$ cat src/stdp_pkg.sv
`timescale 1ns / 1ps
// ----------------------------------------------------------------------------
// stdp_pkg: shared types and constants
// Sizes, action codes, register indexes and the structs passed between the
// STDP update stages.
// ----------------------------------------------------------------------------
package stdp_pkg;

    localparam int WINDOW_BINS  = 1024;
    localparam int PRE_NEURONS  = 1024;
    localparam int POST_NEURONS = 1024;

    // fixed field widths
    localparam int NEURON_W = 10;
    localparam int SLOT_W   = 10;
    localparam int WEIGHT_W = 16;
    localparam int TIME_W   = 32;
    localparam int CFG_AW   = 4;
    localparam int CFG_DW   = 32;

    localparam int BIN_W = $clog2(WINDOW_BINS);

    // only indices reachable through a 10-bit field need storage
    localparam int PRE_DEPTH  = (PRE_NEURONS < (2 ** NEURON_W)) ? PRE_NEURONS : (2 ** NEURON_W);
    localparam int POST_DEPTH = (POST_NEURONS < (2 ** NEURON_W)) ? POST_NEURONS : (2 ** NEURON_W);
    localparam int PRE_AW     = (PRE_DEPTH > 1) ? $clog2(PRE_DEPTH) : 1;
    localparam int POST_AW    = (POST_DEPTH > 1) ? $clog2(POST_DEPTH) : 1;
    localparam int CLR_DEPTH  = (PRE_DEPTH > POST_DEPTH) ? PRE_DEPTH : POST_DEPTH;
    localparam int CLR_W      = (CLR_DEPTH > 1) ? $clog2(CLR_DEPTH) : 1;

    // result queue
    localparam int FIFO_DEPTH = 4;
    localparam int FIFO_AW    = $clog2(FIFO_DEPTH);
    localparam int FIFO_CW    = FIFO_AW + 1;

    // register indexes (byte address bits [3:2])
    localparam logic [1:0] REG_ENABLE     = 2'd0;
    localparam logic [1:0] REG_MIN_WEIGHT = 2'd1;
    localparam logic [1:0] REG_MAX_WEIGHT = 2'd2;

    localparam logic TABLE_POTENTIATION = 1'b0;
    localparam logic TABLE_DEPRESSION   = 1'b1;

    typedef enum logic [1:0] {
        ACT_PRE       = 2'd0,
        ACT_POST      = 2'd1,
        ACT_REC_POST  = 2'd2,
        ACT_WIN_WRITE = 2'd3
    } action_t;

    typedef logic signed [WEIGHT_W-1:0] weight_t;

    // spike time store: write and read request at acceptance
    typedef struct packed {
        logic                accept;
        logic                pre_wr;
        logic                post_wr;
        logic [PRE_AW-1:0]   pre_addr;
        logic [POST_AW-1:0]  post_addr;
        logic [TIME_W-1:0]   now;
    } time_req_t;

    typedef struct packed {
        logic                pre_spiked;
        logic [TIME_W-1:0]   pre_time;
        logic                post_spiked;
        logic [TIME_W-1:0]   post_time;
    } time_rd_t;

    typedef struct packed {
        logic                wr;
        logic                sel;
        logic [BIN_W-1:0]    slot;
        weight_t             value;
    } win_wr_t;

    typedef struct packed {
        logic                valid;
        logic                depress;
        logic                spiked;
        logic [TIME_W-1:0]   last;
        logic [TIME_W-1:0]   now;
    } lookup_t;

    typedef struct packed {
        weight_t             weight;
        logic [NEURON_W-1:0] target;
        logic                transmit;
    } result_t;

endpackage

$ cat src/stdp_out_fifo.sv
`timescale 1ns / 1ps
// ----------------------------------------------------------------------------
// stdp_out_fifo: result queue
// Small queue between the update pipeline and the output channel.
// ----------------------------------------------------------------------------
module stdp_out_fifo
    import stdp_pkg::*;
(
    input  logic               clk,
    input  logic               rst_n,
    input  logic               push,
    input  result_t            push_data,
    input  logic               pop,
    output result_t            head,
    output logic [FIFO_CW-1:0] count
);

    result_t fifo_mem [FIFO_DEPTH];

    logic [FIFO_AW-1:0] wr_ptr_reg, wr_ptr_next;
    logic [FIFO_AW-1:0] rd_ptr_reg, rd_ptr_next;
    logic [FIFO_CW-1:0] count_reg, count_next;

    always_comb
    begin
        wr_ptr_next = push ? (wr_ptr_reg + 1'b1) : wr_ptr_reg;
        rd_ptr_next = pop ? (rd_ptr_reg + 1'b1) : rd_ptr_reg;
        count_next  = count_reg + FIFO_CW'(push) - FIFO_CW'(pop);
    end

    always_ff @(posedge clk or negedge rst_n)
    begin
        if (!rst_n)
        begin
            wr_ptr_reg <= '0;
            rd_ptr_reg <= '0;
            count_reg  <= '0;
        end
        else
        begin
            wr_ptr_reg <= wr_ptr_next;
            rd_ptr_reg <= rd_ptr_next;
            count_reg  <= count_next;
        end
    end

    always_ff @(posedge clk)
    begin
        if (push)
        begin
            fifo_mem[wr_ptr_reg] <= push_data;
        end
    end

    assign head  = fifo_mem[rd_ptr_reg];
    assign count = count_reg;

endmodule

$ cat config.mk
export PLATFORM = sky130hd
export DESIGN_NAME = stdp_out_fifo
export DESIGN_NICKNAME = d
export VERILOG_FILES = /design/src/stdp_pkg.sv /design/src/stdp_out_fifo.sv
export SDC_FILE = /design/constraint.sdc
export NUM_CORES = 1
export LEC_CHECK = 0
export ABC_AREA = 1
export BUFFER_PORTS_ARGS = -buffer_cell sky130_fd_sc_hd__clkbuf_2
export CAP_MARGIN = 0
export CORE_MARGIN = 10
export CORE_UTILIZATION = 62
export CTS_CLUSTER_DIAMETER = 100
export CTS_CLUSTER_SIZE = 28
export DETAILED_ROUTE_END_ITERATION = 12
export PLACE_DENSITY = 0.84
export SETUP_SLACK_MARGIN = 0.3
export SLEW_MARGIN = 30
export SYNTH_ARGS = -nofsm -noshare
export SYNTH_HDL_FRONTEND = slang
export SYNTH_SLANG_ARGS = --single-unit
$ cat constraint.sdc
create_clock -name clk -period 4.5 [get_ports clk]
set_input_delay 1.35 -clock clk [delete_from_list [all_inputs] [get_ports clk]]
set_output_delay 1.35 -clock clk [all_outputs]
set_load 0.02 [all_outputs]
==> results.json <==
{
  "clk_pin_slew_worst_paths_ps": 50,
  "synth_top_cell_area_share": 0.656,
  "cts-hold-fix-buffers": 0,
  "wl_per_cell_um": 16.2,
  "grt_busiest_layer": "met2",
  "max_slew_margin": 0.381,
  "rrSetupSlack_ps": 2850,
  "final_nets": 572,
  "postCtsSetupBuffers": 0,
  "drtAntennaViolNets": 0,
  "drcViolationCount": 0,
  "fin_skew_ps": 6.69,
  "grt_pass1_wl_um": 16300,
  "met2_usage": 0.316,
  "yosysSeqAreaShare": 0.691,
  "fin_ws_ps": 1010,
  "clockRootBuffer": "clkbuf_8",
  "drv_slew": 0,
  "crit_arrival_ps": 2140,
  "syn_area_mm2": 0.00495,
  "tritoncts": "built",
  "portBuffers": 60,
  "tns_ps": 0,
  "syn_nets": 504,
  "dieArea_mm2": 0.0120,
  "vias": 3316,
  "grt_pass1_vias": 3469,
  "yosys_warnings": 0,
  "fin_area_mm2": 0.00589,
  "cts_max_level": 4,
  "p_per_area_mw_per_mm2": 720,
  "grtUsageTotal": 0.181,
  "ys_types": 15,
  "max-cap-violations": 0,
  "floorplan.initialDensity": 0.640,
  "yosys.area.top_type": "edfxtp_1",
  "total_leakage_power_nw": 2.85,
  "hold_class": "reg2reg",
  "tightest_slew_ps": 928,
  "cts_max_path_buffers": 2,
  "ios": 61,
  "use_met3": 0.0632,
  "rsz0062_at_grt": "no",
  "period_share": 0.777,
  "finalSetupViolCount": 0,
  "period_minus_slack_ps": 3490,
  "finalWeightedCongestion": 0.753,
  "fill_cells": 460,
  "rows": 32,
  "drtPass1Iterations": 5,
  "syn_area_per_cell_um2": 10.6,
  "ir_drop_v": 0.000492,
  "drt_iter0_drc": 271,
  "cp-end-kind": "primary output",
  "status": "finished, final reports clean",
  "area_delta_synth_final_pct": 19.0,
  "synth_seq_cells": 115,
  "seq_area_mm2": 0.00342,
  "drt-total-wl_um": 10500,
  "placed_area_mm2": 0.00530,
  "antenna_found_initial": 0,
  "finalHoldViolCount": 0,
  "syn_inst": 466,
  "largest_reg_flops": 108,
  "core_area_mm2": 0.00773,
  "fmax_ghz": 0.286,
  "startpoint_type": "flop",
  "clk_latency_ps": 500,
  "via_per_inst": 5.12,
  "required_ps": 3150,
  "cts_resized": 0,
  "path_class": "reg2out",
  "hpwl_um": 6120,
  "critPathMaxFanout": 54,
  "cts_buffers": 17,
  "antenna_cells": 0,
  "whs_ps": 520,
  "synthTopCellsByArea": "edfxtp_1 66%, nand2_1 11%, inv_1 9.1%, nand3_1 5.6%, dfrtp_1 3.5%",
  "grt_max_degree": 57,
  "layout-drive-gt1-share": 0.174,
  "die_h_um": 109,
  "post-place-ws_ps": 1590,
  "multiInputGateArea_um2": 950,
  "clkSinkCount": 115,
  "die_x_um": 109,
  "grtUsageMet1": 0.195,
  "overflow": 0
}
-- through the flow --
| step | cells | utilization | total power (W) |
|---|---|---|---|
| final | 648 | 0.762 | 0.00424 |
| after global routing | 648 | 0.762 | 0.00448 |
| after CTS | 648 | 0.762 | 0.00427 |
| after detailed placement | 617 | 0.686 | 0.00295 |
| after global placement | 617 | 0.686 | 0.00287 |
| after floorplan | 466 | - | 0.00251 |
-- synth_stat cells --
library cell and number:
edfxtp_1 108, ha_1 6, xor2_1 3, clkbuf_1 1, dfrtp_1 7, buf_6 4, inv_1 120, nand3_1 55
nand2_1 146, buf_4 4, inv_4 1, o21ai_1 1, inv_2 1, fa_1 1, buf_2 8
-- per-layer routing --
metal	up-vias	routed length, µm
li1	1583	-
met1	1564	3860
met2	148	5550
met3	21	891
met4	0	181
met5	-	0
-- cell usage in the layout, fill, tap and decap left out, drive strengths merged --
cell type  count
clkinv         8
xor2           3
ha             6
fa             1
clkinvlp       2
inv          122
clkbuf        77
nand3         55
edfxtp       108
bufinv         4
nand2        146
dfrtp          7
buf            6
o21ai          1
-- area by class of cell --
cell class	instances	area share
multi-input cells	212	0.161
repair buffers	66	0.0587
inverters	122	0.0782
flip-flops and latches	115	0.581
clock buffers	17	0.0704
clock inverters	14	0.0287
well taps	102	0.0217
-- critical path: stages (launching register included) --
cell,delay [ps]
dfrtp_2,410
inv_2,680
nand2_1,160
nand3_1,140
nand2_1,90
clkbuf_2,160
-- worst paths after layout --
| check | endpoint | cells after the start | start |
|---|---|---|---|
| max reg2reg | count[2]$_DFF_PN0_ | 9 | count[0]$_DFF_PN0_ |
| min | count[2]$_DFF_PN0_ | 2 | count[1]$_DFF_PN0_ |
| min reg2reg | count[2]$_DFF_PN0_ | 2 | count[1]$_DFF_PN0_ |
| min in group asynchronous | wr_ptr_reg[1]$_DFFE_PN0P_ | 1 | rst_n |
| max in group asynchronous | rd_ptr_reg[0]$_DFFE_PN0P_ | 1 | rst_n |
| max | head[4] | 5 | rd_ptr_reg[0]$_DFFE_PN0P_ |
-- report_power, final --
group	internal [W]	leakage [nW]	switching, W
combinational	0.000407	1.49	0.00102
clock	0.000880	0.281	0.000425
sequential	0.00141	1.07	0.0000933
-- cells by family (layout without fill, tap and decap cells) --
logic type | Yosys count | after routing | synth area share
AO/OA/AOI/OAI | 1 | 1 | 0.00101
XOR/XNOR | 3 | 3 | 0.00531
flip-flops | 115 | 115 | 0.691
buffers and inverters | 139 | 219 | 0.117
AND/OR/NAND/NOR | 201 | 201 | 0.166
adder cells (fa/ha/maj) | 7 | 7 | 0.0192
(Power assumes the default switching activity.)
