**src/stdp_pkg.sv**
```systemverilog
`timescale 1ns / 1ps
// ----------------------------------------------------------------------------
// stdp_pkg: shared types and constants
// Sizes, action codes, register indexes and the structs passed between the
// STDP update stages.
// ----------------------------------------------------------------------------
package stdp_pkg;

    localparam int WINDOW_BINS  = 1024;
    localparam int PRE_NEURONS  = 1024;
    localparam int POST_NEURONS = 1024;

    // fixed field widths
    localparam int NEURON_W = 10;
    localparam int SLOT_W   = 10;
    localparam int WEIGHT_W = 16;
    localparam int TIME_W   = 32;
    localparam int CFG_AW   = 4;
    localparam int CFG_DW   = 32;

    localparam int BIN_W = $clog2(WINDOW_BINS);

    // only indices reachable through a 10-bit field need storage
    localparam int PRE_DEPTH  = (PRE_NEURONS < (2 ** NEURON_W)) ? PRE_NEURONS : (2 ** NEURON_W);
    localparam int POST_DEPTH = (POST_NEURONS < (2 ** NEURON_W)) ? POST_NEURONS : (2 ** NEURON_W);
    localparam int PRE_AW     = (PRE_DEPTH > 1) ? $clog2(PRE_DEPTH) : 1;
    localparam int POST_AW    = (POST_DEPTH > 1) ? $clog2(POST_DEPTH) : 1;
    localparam int CLR_DEPTH  = (PRE_DEPTH > POST_DEPTH) ? PRE_DEPTH : POST_DEPTH;
    localparam int CLR_W      = (CLR_DEPTH > 1) ? $clog2(CLR_DEPTH) : 1;

    // result queue
    localparam int FIFO_DEPTH = 4;
    localparam int FIFO_AW    = $clog2(FIFO_DEPTH);
    localparam int FIFO_CW    = FIFO_AW + 1;

    // register indexes (byte address bits [3:2])
    localparam logic [1:0] REG_ENABLE     = 2'd0;
    localparam logic [1:0] REG_MIN_WEIGHT = 2'd1;
    localparam logic [1:0] REG_MAX_WEIGHT = 2'd2;

    localparam logic TABLE_POTENTIATION = 1'b0;
    localparam logic TABLE_DEPRESSION   = 1'b1;

    typedef enum logic [1:0] {
        ACT_PRE       = 2'd0,
        ACT_POST      = 2'd1,
        ACT_REC_POST  = 2'd2,
        ACT_WIN_WRITE = 2'd3
    } action_t;

    typedef logic signed [WEIGHT_W-1:0] weight_t;

    // spike time store: write and read request at acceptance
    typedef struct packed {
        logic                accept;
        logic                pre_wr;
        logic                post_wr;
        logic [PRE_AW-1:0]   pre_addr;
        logic [POST_AW-1:0]  post_addr;
        logic [TIME_W-1:0]   now;
    } time_req_t;

    typedef struct packed {
        logic                pre_spiked;
        logic [TIME_W-1:0]   pre_time;
        logic                post_spiked;
        logic [TIME_W-1:0]   post_time;
    } time_rd_t;

    typedef struct packed {
        logic                wr;
        logic                sel;
        logic [BIN_W-1:0]    slot;
        weight_t             value;
    } win_wr_t;

    typedef struct packed {
        logic                valid;
        logic                depress;
        logic                spiked;
        logic [TIME_W-1:0]   last;
        logic [TIME_W-1:0]   now;
    } lookup_t;

    typedef struct packed {
        weight_t             weight;
        logic [NEURON_W-1:0] target;
        logic                transmit;
    } result_t;

endpackage

```
**src/stdp_weight_clip.sv**
```systemverilog
`timescale 1ns / 1ps
// ----------------------------------------------------------------------------
// stdp_weight_clip: weight add and clip
// Pre events clip to both bounds, post events to the top bound and the
// format floor; with enable low the weight passes through.
// ----------------------------------------------------------------------------
module stdp_weight_clip
    import stdp_pkg::*;
(
    input  logic    enable,
    input  logic    depress,
    input  weight_t weight_in,
    input  weight_t win_value,
    input  weight_t min_weight,
    input  weight_t max_weight,
    output weight_t weight_out
);

    // most negative Q2.14 value at the sum width
    localparam logic signed [WEIGHT_W:0] SUM_FLOOR = {2'b11, {(WEIGHT_W - 1){1'b0}}};

    logic signed [WEIGHT_W:0] sum;
    logic signed [WEIGHT_W:0] lo;
    logic signed [WEIGHT_W:0] hi;

    always_comb
    begin
        sum = {weight_in[WEIGHT_W-1], weight_in} + {win_value[WEIGHT_W-1], win_value};
        lo  = {min_weight[WEIGHT_W-1], min_weight};
        hi  = {max_weight[WEIGHT_W-1], max_weight};

        if (!enable)
        begin
            weight_out = weight_in;
        end
        else if (depress)
        begin
            // lower bound is tested first: when the bounds cross, sums below it take min_weight, all others max_weight
            priority if (sum < lo)
            begin
                weight_out = min_weight;
            end
            else if (sum > hi)
            begin
                weight_out = max_weight;
            end
            else
            begin
                weight_out = sum[WEIGHT_W-1:0];
            end
        end
        else
        begin
            priority if (sum > hi)
            begin
                weight_out = max_weight;
            end
            else if (sum < SUM_FLOOR)
            begin
                weight_out = SUM_FLOOR[WEIGHT_W-1:0];
            end
            else
            begin
                weight_out = sum[WEIGHT_W-1:0];
            end
        end
    end

endmodule

```
**config.mk**
```make
export PLATFORM = sky130hd
export DESIGN_NAME = stdp_weight_clip
export DESIGN_NICKNAME = d
export VERILOG_FILES = /design/src/stdp_pkg.sv /design/src/stdp_weight_clip.sv
export SDC_FILE = /design/constraint.sdc
export NUM_CORES = 1
export LEC_CHECK = 0
export BUFFER_PORTS_ARGS = -buffer_cell sky130_fd_sc_hd__buf_4
export CORE_ASPECT_RATIO = 1.4
export CORE_UTILIZATION = 40
export DETAILED_ROUTE_END_ITERATION = 7
export GPL_TIMING_DRIVEN = 0
export PLACE_DENSITY_LB_ADDON = 0.1
export REMOVE_ABC_BUFFERS = 1
export SKIP_LAST_GASP = 1
export SYNTH_ARGS = -nofsm -noshare
export SYNTH_HDL_FRONTEND = slang
export SYNTH_SLANG_ARGS = --single-unit
```
**constraint.sdc**
```tcl
create_clock -name vclk -period 13.5
set_input_delay 2.025 -clock vclk [all_inputs]
set_output_delay 2.025 -clock vclk [all_outputs]
set_load 0.005 [all_outputs]
```
==> results_dict.tcl <==
set metrics [dict create \
    max_freq_ghz 0.117 \
    setup_viol 0 \
    multiInputGateArea_um2 2200 \
    drtIter0Drc 93 \
    cts_resized 0 \
    yosysUniqueCellTypes 62 \
    post_dp_cell_area_um2 3070 \
    synth_top_cell_area_share 0.255 \
    grt_pass1_wl_um 11000 \
    finalCritPeriodShare 0.631 \
    dp_hpwl_um 5970 \
    ir_worst_vdd_v 0.0000341 \
    avgSynthCellArea_um2 7.53 \
    combPwrFrac 1.000 \
    max-cap-violations 0 \
    yosysSeqAreaShare 0 \
    post_cts_buffers 0 \
    synth_top_cell_by_area "ha_1" \
    internal_power_uw 98.6 \
    p_leak_nw 1.55 \
    final_nets 514 \
    hp-class "in2out" \
    synth_area_leaders "ha_1, inv_1, a21oi_1" \
    wl_um 6840 \
    fp.dieH_um 93.7 \
    drcViolationCount 0 \
    diodes 0 \
    yosys_warnings 0 \
    fin_setup_tns_ns 0 \
    core-area_um2 5820 \
    tightest_slew_ns 1.08 \
    fill_cells 590 \
    slew_viol_final 0 \
    arrival_ns 6.49 \
    final_cells 466 \
    viasPerCell 5.46 \
    gp_congestion 0.818 \
    fin_area_um2 3070 \
    overflow 0 \
    antenna_left 0 \
    clkPwrFrac 0 \
    relSlewSlack 0.283 \
    clockBufferCount 0 \
    period_needed_ns 8.52 \
    initial_core_util 0.413 \
    end_kind "output port" \
    post-place-cells 466 \
    status "finished clean" \
    rows 33 \
    power_frac_seq 0 \
    cp.required_ns 11.48 \
    port_buffers 82 \
    p_switching_uw 106 \
    cp-start-kind "input pin" \
    hold_buffers 0 \
    die_area_um2 6330 \
    detail_route.first_pass.iterations 4 \
    synth_area_um2 2400 \
    sw_frac_of_total 0.519 \
    grt_start_max_net_pins 23 \
    io_pins 82 \
    synth_cells 319 \
    nFlopsAndLatches 0 \
    grt_util_all_layers 0.223 \
    fp.dieW_um 67.5 \
    vias 2544 \
    power.density_nw_per_um2 66.9 \
    hold_viol 0 \
    routedWlPerCell_um 14.7 \
    rsz0062_at_grt "false" \
    worstSetupPathType "in2out" \
    regArea_um2 0 \
    antenna_found_initial 0 \
    grt_pass1_vias 2445 \
    drive_above_1_share 0.298 \
    cp_max_fo 22 \
    area_growth_pct 27.5 \
]
per-layer routing:
| metal | track usage | wire length [um] | vias up |
|---|---|---|---|
| li1 | - | - | 1335 |
| met1 | 0.254 | 2870 | 1142 |
| met2 | 0.447 | 3650 | 63 |
| met3 | 0.00485 | 243 | 4 |
| met4 | 0.0230 | 82 | 0 |
| met5 | 0 | 0 | - |
worst paths after layout:
| kind | to | startpoint | slack [ns] | depth (start not counted) |
|---|---|---|---|---|
| worst min-delay path | weight_out[0] | weight_in[0] | 4.34 | 3 |
| worst max-delay path | weight_out[8] | weight_in[0] | 4.98 | 16 |
cells in the mapped netlist (all sizes together), types with 3 or more instances:
master    n
mux2     14
nor2b     4
a31oi     9
nand2    29
o211ai    7
ha       49
a21oi    28
a221oi    5
mux2i    13
o21ai    16
nor2     19
a211oi    4
o2bb2ai   8
a21o      6
inv      42
xor2      4
nand2b    4
xnor2     8
buf       3
nand3     8
metrics by stage:
| stage | total power, mW | hold WS [ns] | setup slack [ns] | utilization |
|---|---|---|---|---|
| floorplan | 0.140 | 4.11 | 5.98 | - |
| global placement | 0.204 | 4.34 | 4.96 | 0.527 |
| detailed placement | 0.205 | 4.34 | 4.98 | 0.527 |
| CTS | 0.207 | 4.34 | 4.92 | 0.527 |
| global route | 0.228 | 4.35 | 4.65 | 0.527 |
| finish | 0.205 | 4.34 | 4.98 | 0.527 |
critical path, stage by stage:
cell	delay, ns
buf_4	0.09
ha_1	0.23
inv_1	0.08
fa_1	0.40
nor2b_1	0.17
o31a_1	0.27
o211ai_2	0.13
a21oi_1	0.18
nand2_1	0.16
ha_1	0.36
or3b_2	0.48
o31ai_4	0.93
nand2b_1	0.18
o21ai_2	0.47
o2bb2ai_1	0.18
buf_4	0.16
kinds of logic after synthesis:
group	after synthesis	share of synthesized area
adders and majority gates	50	0.263
muxes	27	0.121
AOI/OAI and AO/OA	100	0.305
and+or+nand+nor	83	0.178
buffers and inverters	47	0.0828
xor gates and xnor gates	12	0.0500
placed cells by master (no fill, tap or decap), types with 2 or more instances in the layout:
| cell type | instances |
|---|---|
| buf_4 | 82 |
| ha_1 | 49 |
| inv_1 | 41 |
| nand2_1 | 29 |
| a21oi_1 | 27 |
| nor2_1 | 19 |
| o21ai_0 | 14 |
| mux2i_1 | 13 |
| mux2_2 | 12 |
| a31oi_1 | 8 |
| o2bb2ai_1 | 8 |
| nand3_1 | 7 |
| a21o_1 | 6 |
| xnor2_1 | 6 |
| nor2b_1 | 4 |
| o211ai_1 | 4 |
| xor2_1 | 4 |
| nand2b_1 | 4 |
| a221oi_1 | 4 |
| o211ai_2 | 3 |
| a211oi_1 | 3 |
| o21a_1 | 2 |
| o21bai_1 | 2 |
| xnor2_2 | 2 |
| nor3_1 | 2 |
| o21ai_2 | 2 |
| nand4_1 | 2 |
| and3_1 | 2 |
| nand3b_1 | 2 |
| o22ai_1 | 2 |
area by class of cell:
class	count	share of cell area
Timing Repair Buffer	82	0.201
Multi-Input combinational cell	272	0.719
Inverter	42	0.0514
Tap cell	70	0.0286
power by group through the flow:
stage | logic (mW) | clock network (mW) | registers [mW]
6_report | 0.205 | 0 | 0
5_1_grt | 0.228 | 0 | 0
4_1_cts | 0.207 | 0 | 0
3_5_place_dp | 0.205 | 0 | 0
3_3_place_gp | 0.204 | 0 | 0
2_1_floorplan | 0.140 | 0 | 0
Power figures use the tool's default switching activity.
